===== config.mk =====
export PLATFORM = sky130hd
export DESIGN_NAME = plfc_queue
export DESIGN_NICKNAME = d
export VERILOG_FILES = /design/src/sv/plfc_pkg.sv /design/src/sv/plfc_queue.sv
export VERILOG_INCLUDE_DIRS = /design/src /design/src/sv
export SDC_FILE = /design/constraint.sdc
export NUM_CORES = 1
export LEC_CHECK = 0
export BUFFER_PORTS_ARGS = -buffer_cell sky130_fd_sc_hd__buf_2
export CAP_MARGIN = 10
export CELL_PAD_IN_SITES_DETAIL_PLACEMENT = 0
export CELL_PAD_IN_SITES_GLOBAL_PLACEMENT = 2
export CORE_MARGIN = 2
export CORE_UTILIZATION = 35
export CTS_CLUSTER_DIAMETER = 80
export DETAILED_ROUTE_END_ITERATION = 10
export PLACE_DENSITY = 0.74
export SLEW_MARGIN = 10
export SYNTH_ARGS = -nofsm -noshare
export SYNTH_HDL_FRONTEND = slang
export SYNTH_SLANG_ARGS = --single-unit

===== constraint.sdc =====
create_clock -name clk -period 1.8 [get_ports clk]
set_clock_uncertainty 0.15 [all_clocks]
set_input_delay 0.36 -clock clk [delete_from_list [all_inputs] [get_ports clk]]
set_output_delay 0.36 -clock clk [all_outputs]
set_load 0.05 [all_outputs]

===== src/sv/per_flow_packet_loss_counter_top_defines.svh =====
// Assertion macros shared by the packet loss counter modules.
`ifndef PER_FLOW_PACKET_LOSS_COUNTER_TOP_DEFINES_SVH
`define PER_FLOW_PACKET_LOSS_COUNTER_TOP_DEFINES_SVH

// Same-cycle implication, sampled on clk and disabled while arst_n is low.
`define PLFC_ASSERT_IMP(label, ante, cons, msg) \
	label: assert property (@(posedge clk) disable iff (!arst_n) (ante) |-> (cons)) \
		else $error(msg);

// Next-cycle implication, sampled on clk and disabled while arst_n is low.
`define PLFC_ASSERT_NXT(label, ante, cons, msg) \
	label: assert property (@(posedge clk) disable iff (!arst_n) (ante) |=> (cons)) \
		else $error(msg);

`endif


===== src/sv/plfc_pkg.sv =====
// Shared types and constants of the per-flow packet loss counter.
package plfc_pkg;

	localparam int unsigned MAX_BOARDS_DEF = 16;
	localparam int unsigned MODE_SLOTS_DEF = 8;
	localparam int unsigned QUEUE_DEPTH    = 4;

	localparam int unsigned MODE_W     = 8;
	localparam int unsigned NUM_W      = 16;
	localparam int unsigned BOARD_W    = 16;
	localparam int unsigned SLOT_OUT_W = 4;
	localparam int unsigned NOW_W      = 17;
	localparam int unsigned CNT_W      = 32;
	localparam int unsigned STATUS_W   = 2;

	localparam logic [NOW_W-1:0] WRAP_TOP = 17'h0ffff;

	typedef enum logic [STATUS_W-1:0] {
		ST_KNOWN    = 2'd0,
		ST_NEW      = 2'd1,
		ST_FULL     = 2'd2,
		ST_BAD_MODE = 2'd3
	} status_t;

endpackage


===== src/sv/plfc_queue.sv =====
// Short item queue between the front end and the flow update back end.
`include "per_flow_packet_loss_counter_top_defines.svh"
module plfc_queue import plfc_pkg::*; #(
	parameter int unsigned WIDTH = 8,
	parameter int unsigned DEPTH = QUEUE_DEPTH
) (
	input  logic             clk,
	input  logic             arst_n,
	input  logic             push,
	input  logic [WIDTH-1:0] push_data,
	output logic             full,
	input  logic             pop,
	output logic [WIDTH-1:0] pop_data,
	output logic             not_empty
);

	localparam int unsigned PTR_W = $clog2(DEPTH);
	localparam int unsigned CNT_W_Q = $clog2(DEPTH + 1);

	logic [WIDTH-1:0]   store_q [DEPTH];
	logic [PTR_W-1:0]   wr_ptr_q;
	logic [PTR_W-1:0]   rd_ptr_q;
	logic [CNT_W_Q-1:0] count_q;

	assign full      = count_q == CNT_W_Q'(DEPTH);
	assign not_empty = count_q != '0;
	assign pop_data  = store_q[rd_ptr_q];

	always_ff @(posedge clk) begin
		if (push) begin
			store_q[wr_ptr_q] <= push_data;
		end
	end

	always_ff @(posedge clk or negedge arst_n) begin
		if (!arst_n) begin
			wr_ptr_q <= '0;
			rd_ptr_q <= '0;
			count_q  <= '0;
		end else begin
			if (push) begin
				wr_ptr_q <= (wr_ptr_q == PTR_W'(DEPTH - 1)) ? '0 : wr_ptr_q + PTR_W'(1);
			end
			if (pop) begin
				rd_ptr_q <= (rd_ptr_q == PTR_W'(DEPTH - 1)) ? '0 : rd_ptr_q + PTR_W'(1);
			end
			if (push && !pop) begin
				count_q <= count_q + CNT_W_Q'(1);
			end else if (pop && !push) begin
				count_q <= count_q - CNT_W_Q'(1);
			end
		end
	end

	`PLFC_ASSERT_IMP(a_no_push_full, full, !push, "queue pushed while full")
	`PLFC_ASSERT_IMP(a_no_pop_empty, pop, not_empty, "queue popped while empty")
	`PLFC_ASSERT_IMP(a_count_bound, 1'b1, count_q <= CNT_W_Q'(DEPTH), "queue count overflow")

endmodule


==> results.tsv <==
stage	metric	value	unit
run_status	status	finished, violations left	
run_status	violations	setup timing	
detailed_routing	antenna_left	0	
logic_synthesis	netlist_area	1570	sq um
timing	worst_pin_slew	469	ps
setup_path	crit_arrival	1490	ps
die	boundaryPins	22	
detailed_routing	drt_iter0_drc	41	
cts	cts_root_buf	clkbuf_8	
die	die-area	5040	sq um
logic_synthesis	synth.avg_cell_area	19.9	sq um
worst_hold_path	min_path_type	primary input to flip-flop	
setup_path	startpoint_type	flip-flop	
pwr	vdd_drop_max	0.446	mV
job	cap_violations	0	
setup_path	required	1290	ps
detailed_routing	drc	0	
logic_synthesis	post_synth_fa_ha_maj_area_fraction	0.0605	
logic_synthesis	synthMuxAreaShare	0.136	
logic_synthesis	yosys.area_share.xor_xnor	0.0167	
global_route	grt_overflow	0	
global_route	grt_util_all_layers	0.113	
timing	tns	-1510	ps
logic_synthesis	seq_area_frac_synth	0.723	
placement	hpwl	1770	microns
timing	maxSlewHeadroom	0.688	
global_route	grt_pass1_vias	843	
timing	fmax	0.499	GHz
logic_synthesis	synthesis.instances	79	
finish	n_antenna_cell	0	
finish	instances_no_fill	166	
detailed_routing	vias_per_cell	4.67	
cts	cts_htree_levels	2	
detailed_routing	firstDrtPassIters	4	
timing	setup-violations-final	8	
logic_synthesis	synth_fp_nets	98	
placement	globalplace.congestion	0.685	
setup_path	worst_setup_path_end_kind	primary output	
placement	io_buffers	21	
placement	dpl-instance-area	1790	sq um
finish	drive_gt1_frac	0.421	
logic_synthesis	synth_compound_gate_area_share	0.00637	
die	row_count	24	
timing	period_share	1.11	
global_route	grt_pass1_wl	4130	microns
pwr	p_leak	0.744	nW
finish	area_growth	25.1	%
timing	finalCriticalPeriod	2000	ps
logic_synthesis	yosys.cell_types.count	18	
detailed_routing	wirelength	2510	microns
cts	cts_sinks	39	
die	die_h	71.0	microns
setup_path	critPathKind	flip-flop to primary output	
logic_synthesis	synth_top_family_by_area	multiplexers	
pwr	power_density	1730	nW/um^2
cts	clock_path_buffers	2	
timing	drv_slew	0	
timing	setup_slack	-203	ps
die	start_util	0.361	
timing	hold_viol	0	
finish	final_cell_area	1970	sq um
global_route	grt_max_degree	12	
setup_path	cp_max_fo	9	
detailed_routing	wl_per_cell	15.1	microns
die	core	4350	sq um
timing	fin_hold_ws	149	ps
global_route	antenna_found_initial	0	
cts	cts_tree	yes	
die	dieWidth	71.0	microns
finish	most-common-layout-cells	edfxtp_1 (32), buf_2 (12), mux4_2 (8), buf_6 (8)	
logic_synthesis	yosysWarnings	0	
detailed_routing	vias	775	
finish	fill_cells	374	
logic_synthesis	synth_simple_gate_area_frac	0.0350	
cts	cts_buffers	5	
finish	layout_commonest_cell	edfxtp_1	
timing	rsz0062_at_grt	true	
cts	clkLatencyLatePin	280	ps
finish	final_nets	132	
logic_synthesis	synth_seq_cells	39	
cts	clk_pin_slew_worst_paths	70	ps
placement	placed_cells	155	
area by class of cell:
| class | instances | area, sq um | share of cell area |
|---|---|---|---|
| Tap cell | 52 | 65.1 | 0.0331 |
| Clock buffer | 7 | 76.3 | 0.0388 |
| Clock inverter | 1 | 5.00 | 0.00255 |
| Multi-Input combinational cell | 33 | 410 | 0.209 |
| Inverter | 5 | 18.8 | 0.00955 |
| Sequential cell | 39 | 1140 | 0.579 |
| Timing Repair Buffer | 29 | 253 | 0.129 |
what timing repair did:
action	in CTS	in global routing
buffers inserted	1	1
endpoints found under the setup margin	8	9
gates resized for setup	16	6
hold endpoints to repair	7	0
hold buffers	1	0
pin swaps	0	1
power breakdown:
part	internal [mW]	total [mW]	switching, mW	leakage (nW)
Combinational	0.680	1.52	0.837	0.326
Sequential	1.19	1.33	0.142	0.376
Clock	0.272	0.541	0.270	0.0422
through the flow:
step                       util  setup WS [ps]  power (mW)
after detailed placement  0.412           14.9        2.66
after global routing      0.451           -260        3.59
after CTS                 0.446           -218        3.38
after global placement    0.412           27.2        2.62
final                     0.451           -203        3.39
after floorplan               -            123        2.32
final timing paths:
kind	from	to	slack, ps	cells past startpoint
min in group asynchronous	arst_n	count_q[2]$_DFFE_PN0P_	290	2
setup / recovery	rd_ptr_q[0]$_DFFE_PN0P_	pop_data[2]	-200	3
setup reg to reg	count_q[1]$_DFFE_PN0P_	count_q[2]$_DFFE_PN0P_	190	5
hold reg to reg	count_q[2]$_DFFE_PN0P_	count_q[2]$_DFFE_PN0P_	350	1
hold / removal	push_data[1]	store_q[1][1]$_DFFE_PP_	150	1
max in group asynchronous	arst_n	rd_ptr_q[1]$_DFFE_PN0P_	1040	2
kinds of logic after synthesis:
kind of cell	Yosys count
flip-flops	39
AND/OR/NAND/NOR	10
multiplexers	11
adder cells (fa/ha/maj)	7
XOR/XNOR	3
buffers and inverters	7
AO/OA/AOI/OAI	2
registers in the layout (all words and copies together), names as in the netlist:
name	cells
wr_ptr_q	2
count_q	3
store_q	32
rd_ptr_q	2
cells in the mapped netlist:
cell type,number,area [sq um]
edfxtp_1,32,961
xor2_1,2,17.5
xnor2_1,1,8.76
dfrtp_1,7,175
o21ai_0,2,10.0
nand2_1,1,3.75
and2_1,4,25.0
nor3b_1,1,7.51
mux2_2,3,33.8
inv_1,5,18.8
or3_1,1,6.26
nor2_1,2,7.51
nand3_1,1,5.00
ha_1,6,75.1
buf_6,1,11.3
buf_2,1,5.00
mux4_2,8,180
fa_1,1,20.0
layer usage:
metal | up-vias | track usage | part of all wire
met1 | 383 | 0.130 | 0.40
met3 | 4 | 0.0499 | 0.057
met5 | - | 0 | 0
li1 | 367 | - | -
met2 | 21 | 0.185 | 0.52
met4 | 0 | 0.0440 | 0.018
critical path, stage by stage (launching register included):
cell and delay, ps:
dfrtp_1 370, buf_12 150, mux4_2 520, buf_6 170
No activity file was read; power rests on OpenSTA's default activity.
