<file path="config.mk">
export PLATFORM = sky130hd
export DESIGN_NAME = plfc_front
export DESIGN_NICKNAME = d
export VERILOG_FILES = /design/src/sv/per_flow_packet_loss_counter_top_defines.svh /design/src/sv/plfc_pkg.sv /design/src/sv/plfc_front.sv
export SDC_FILE = /design/constraint.sdc
export NUM_CORES = 1
export LEC_CHECK = 0
export BUFFER_PORTS_ARGS = -buffer_cell sky130_fd_sc_hd__buf_2
export CELL_PAD_IN_SITES_DETAIL_PLACEMENT = 0
export CELL_PAD_IN_SITES_GLOBAL_PLACEMENT = 1
export CORE_ASPECT_RATIO = 1.25
export CORE_MARGIN = 2
export CORE_UTILIZATION = 40
export DETAILED_ROUTE_END_ITERATION = 10
export PLACE_DENSITY_LB_ADDON = 0.08
export RECOVER_POWER = 50
export SLEW_MARGIN = 10
export SYNTH_ARGS = -nofsm -noshare
export SYNTH_HDL_FRONTEND = slang
export SYNTH_SLANG_ARGS = --single-unit
</file>
<file path="constraint.sdc">
create_clock -name clk -period 3.43 [get_ports clk]
set_input_delay 0.1715 -clock clk [delete_from_list [all_inputs] [get_ports clk]]
set_output_delay 0.1715 -clock clk [all_outputs]
set_load 0.01 [all_outputs]
</file>
<file path="src/sv/per_flow_packet_loss_counter_top_defines.svh">
// Assertion macros shared by the packet loss counter modules.
`ifndef PER_FLOW_PACKET_LOSS_COUNTER_TOP_DEFINES_SVH
`define PER_FLOW_PACKET_LOSS_COUNTER_TOP_DEFINES_SVH

// Same-cycle implication, sampled on clk and disabled while arst_n is low.
`define PLFC_ASSERT_IMP(label, ante, cons, msg) \
	label: assert property (@(posedge clk) disable iff (!arst_n) (ante) |-> (cons)) \
		else $error(msg);

// Next-cycle implication, sampled on clk and disabled while arst_n is low.
`define PLFC_ASSERT_NXT(label, ante, cons, msg) \
	label: assert property (@(posedge clk) disable iff (!arst_n) (ante) |=> (cons)) \
		else $error(msg);

`endif

</file>
<file path="src/sv/plfc_pkg.sv">
// Shared types and constants of the per-flow packet loss counter.
package plfc_pkg;

	localparam int unsigned MAX_BOARDS_DEF = 16;
	localparam int unsigned MODE_SLOTS_DEF = 8;
	localparam int unsigned QUEUE_DEPTH    = 4;

	localparam int unsigned MODE_W     = 8;
	localparam int unsigned NUM_W      = 16;
	localparam int unsigned BOARD_W    = 16;
	localparam int unsigned SLOT_OUT_W = 4;
	localparam int unsigned NOW_W      = 17;
	localparam int unsigned CNT_W      = 32;
	localparam int unsigned STATUS_W   = 2;

	localparam logic [NOW_W-1:0] WRAP_TOP = 17'h0ffff;

	typedef enum logic [STATUS_W-1:0] {
		ST_KNOWN    = 2'd0,
		ST_NEW      = 2'd1,
		ST_FULL     = 2'd2,
		ST_BAD_MODE = 2'd3
	} status_t;

endpackage

</file>
<file path="src/sv/plfc_front.sv">
// Front end: board table lookup, slot allocation and item classification.
module plfc_front import plfc_pkg::*; #(
	parameter int unsigned MAX_BOARDS = MAX_BOARDS_DEF,
	parameter int unsigned MODE_SLOTS = MODE_SLOTS_DEF,
	localparam int unsigned SLOT_W = (MAX_BOARDS > 1) ? $clog2(MAX_BOARDS) : 1,
	localparam int unsigned MIDX_W = $clog2(MODE_SLOTS),
	localparam int unsigned FLOW_W = $clog2(MAX_BOARDS * MODE_SLOTS)
) (
	input  logic                clk,
	input  logic                arst_n,
	input  logic                accept,
	input  logic [MODE_W-1:0]   mode_byte,
	input  logic [BOARD_W-1:0]  board_id,
	output logic [SLOT_W-1:0]   slot,
	output logic [MIDX_W-1:0]   mode_idx,
	output logic [FLOW_W-1:0]   flow,
	output status_t             status
);

	localparam int unsigned USED_W = $clog2(MAX_BOARDS + 1);

	logic [BOARD_W-1:0] table_q [MAX_BOARDS];
	logic [USED_W-1:0]  used_q;
	logic               hit;
	logic [SLOT_W-1:0]  hit_slot;
	logic               mode_bad;
	logic               full;
	logic               alloc;

	// Valid entries are filled in order, so an entry is live when below the fill count.
	// At most one live entry can match, so the slot number is an OR of the hits.
	always_comb begin
		hit      = 1'b0;
		hit_slot = '0;
		for (int i = 0; i < int'(MAX_BOARDS); i++) begin
			if ((USED_W'(i) < used_q) && (table_q[i] == board_id)) begin
				hit      = 1'b1;
				hit_slot = hit_slot | SLOT_W'(i);
			end
		end
	end

	assign mode_bad = mode_byte >= MODE_W'(MODE_SLOTS);
	assign full     = used_q == USED_W'(MAX_BOARDS);

	always_comb begin
		status   = ST_KNOWN;
		slot     = '0;
		mode_idx = '0;
		if (mode_bad) begin
			status = ST_BAD_MODE;
		end else if (hit) begin
			status   = ST_KNOWN;
			slot     = hit_slot;
			mode_idx = mode_byte[MIDX_W-1:0];
		end else if (full) begin
			status = ST_FULL;
		end else begin
			status   = ST_NEW;
			slot     = used_q[SLOT_W-1:0];
			mode_idx = mode_byte[MIDX_W-1:0];
		end
	end

	assign flow  = FLOW_W'(slot) * FLOW_W'(MODE_SLOTS) + FLOW_W'(mode_idx);
	assign alloc = accept && (status == ST_NEW);

	always_ff @(posedge clk) begin
		if (alloc) begin
			table_q[used_q[SLOT_W-1:0]] <= board_id;
		end
	end

	always_ff @(posedge clk or negedge arst_n) begin
		if (!arst_n) begin
			used_q <= '0;
		end else if (alloc) begin
			used_q <= used_q + USED_W'(1);
		end
	end

endmodule

</file>
==> impl_metrics.json <==
{
  "core-area_mm2": 0.0290,
  "design_area_mm2": 0.0137,
  "p_comb_share_pct": 8.3,
  "fmax_mhz": 304,
  "cp_max_fo": 7,
  "wl_per_cell_um": 21.5,
  "async_flop_share_pct": 1.92,
  "seqPwrFrac_pct": 51.5,
  "synth_nets": 794,
  "status": "finished clean",
  "grt_usage_pct": 18.3,
  "reg2regPathDepth": 10,
  "end_kind": "primary output",
  "drt_iter0_drc": 363,
  "synth_area_leader_cell": "edfxtp_1",
  "synth_edf_count": 256,
  "hold_depth": 1,
  "wl_um": 27700,
  "power.internal_mw": 5.34,
  "worst_hold_startpoint": "board_id[13]",
  "ys_warn_count": 0,
  "yosysTopAreaCellShare_pct": 65.7,
  "finalSetupViolCount": 0,
  "timing.rr.start": "used_q[0]$_DFFE_PN0P_",
  "post_synth_num_cell_types": 48,
  "routed.top_layer": "met4",
  "met2_length_um": 13700,
  "viasPerCell": 4.94,
  "worst_pin_slew_ps": 1040,
  "switchingPower_mw": 1.57,
  "maxSlewViolCount": 0,
  "p_sw_share_pct": 22.7,
  "drt_pass1_iterations": 4,
  "min_period_ps": 3290,
  "place_congestion": 0.832,
  "crit_path_start_kind": "flip-flop",
  "area_growth_pct": 17.5,
  "ir_drop_v": 0.000376,
  "grt_pass1_vias": 6494,
  "syn_area_mm2": 0.0117,
  "wl_met1_um": 12400,
  "antenna_found_initial": 0,
  "hold_viol": 0,
  "powerDensity_mw_per_mm2": 502,
  "start_util_pct": 40.3,
  "grt_pass1_wl_um": 41600,
  "insertion_delay_ps": 540,
  "htreeDepth": 1,
  "finalHoldWorstSlack_ps": 95.9,
  "clock_path_buffers": 3,
  "fp-row-count": 70,
  "drive_gt1_share_pct": 16.1,
  "tns_ps": 0,
  "numCtsBuffers": 27,
  "dpl_cell_area_mm2": 0.0129,
  "netlist_instances": 763,
  "final.setup_skew_ps": 17.1,
  "diodes": 0,
  "synth.area.top_cells": "edfxtp_1 (66%), xor2_1 (12%), xnor2_1 (7.0%), nor4_1 (2.0%), nand4_1 (1.7%)",
  "vias": 6360,
  "dieArea_mm2": 0.0306,
  "hpwl_um": 18500,
  "port_buffers": 42,
  "path_class": "reg -> out",
  "max_cap_violations": 0,
  "drc": 0,
  "crit_start": "used_q[0]$_DFFE_PN0P_",
  "cts_root_buffer": "clkbuf_16",
  "ys.flop_type": "edfxtp_1",
  "die_h_um": 195,
  "wl_met3_um": 1010,
  "relSlewSlack_pct": 30.6,
  "avgSynthCellArea_um2": 15.3,
  "worstHoldPathType": "in -> reg",
  "layout_common_cells": "edfxtp_1 (256), xor2_1 (166), xnor2_1 (94), clkbuf_1 (43), nor4_1 (35)",
  "grt_max_degree": 31,
  "grt_overflow": 0,
  "leakagePower_nw": 4.61,
  "cts_sinks": 261,
  "tritoncts": "yes",
  "cp_data_required_time_ps": 3260,
  "post-route-period-util_pct": 95.9,
  "p_clk_share_pct": 40.2,
  "dieWidth_um": 157,
  "synth_seq_cells": 261,
  "total_power_mw": 6.90,
  "pin_count": 43,
  "synth-seq-area-share_pct": 66.8,
  "layout_commonest_cell": "edfxtp_1",
  "clk_pin_slew_ps": 60,
  "final_nets": 904,
  "crit_arrival_ps": 3120,
  "detail-route-antenna-nets": 0
}
-- critical path, stage by stage, from the launching register on --
cell	delay, ps
dfrtp_1	410
buf_4	170
o21ai_0	350
a21oi_1	160
nand4_1	140
and4b_1	410
nand4_4	150
buf_4	200
or2_1	250
and3_1	190
buf_2	140
-- state kept, by name, summed over array words and instances, names as in the netlist --
name	cells
used_q	5
table_q	256
-- Yosys cell counts, types with 3 or more instances --
cell type / n
buf_2: 4
nor2_1: 18
nor3_1: 11
nor4_1: 38
buf_4: 22
nand2_1: 13
xor2_1: 166
and3_1: 18
a21oi_1: 5
clkbuf_1: 3
dfrtp_1: 5
nand4_1: 31
inv_1: 3
o21a_1: 3
xnor2_1: 94
nand3_1: 14
edfxtp_1: 256
ha_1: 4
and2_1: 4
or4_1: 3
buf_6: 15
-- logic make-up after synthesis --
logic type	share of synthesized area, %
simple gates	8.69
buf+inv	3.22
compound gates	1.18
mux	0.214
fa+ha+maj	0.428
xor+xnor	19.5
flops	66.8
-- per-stage QoR --
step	std cells	util (%)	worst slack, ps
floorplan	763	-	595
global placement	1231	44.6	41.0
detailed placement	1231	44.6	14.4
CTS	1284	47.6	14.3
global route	1288	47.4	-13.5
finish	1288	47.4	142
-- per-layer routing --
layer	global-route usage, %	up-vias
li1	-	3002
met1	25.4	3216
met2	30.3	105
met3	2.62	37
met4	4.89	0
met5	0	-
-- power by group through the flow --
stage | Clock (mW) | Combinational [mW] | Sequential (mW)
after floorplan | 0 | 0.330 | 3.61
after global placement | 0 | 0.595 | 3.62
after detailed placement | 0 | 0.594 | 3.62
after CTS | 2.85 | 0.603 | 3.55
after global routing | 2.97 | 0.629 | 3.56
final | 2.77 | 0.572 | 3.56
-- worst paths after layout --
kind / to / slack (ps)
max in group asynchronous: used_q[3]$_DFFE_PN0P_ / 2590
min in group asynchronous: used_q[1]$_DFFE_PN0P_ / 600
max: flow[2] / 140
min: table_q[12][13]$_DFFE_PP_ / 100
max reg2reg: table_q[11][6]$_DFFE_PP_ / 150
min reg2reg: used_q[2]$_DFFE_PN0P_ / 660
-- what timing repair did --
action / 4_1_cts / 5_1_grt
hold endpoints to repair: 8 / 0
setup buffers: 0 / 4
setup endpoints to repair: 21 / 12
pin swaps: 0 / 0
cloned: 0 / 0
gates resized for setup: 5 / 8
hold buffers: 5 / 0
-- cell type report --
type / count / area [µm²]
inverter: 3 / 11.3
sequential: 261 / 7820
fill: 2577 / 15300
clock buffer: 36 / 709
tap: 396 / 495
timing repair buffer: 125 / 1040
clock inverter: 12 / 115
multi-input combinational: 455 / 3550
No activity file was read; power rests on OpenSTA's default activity.
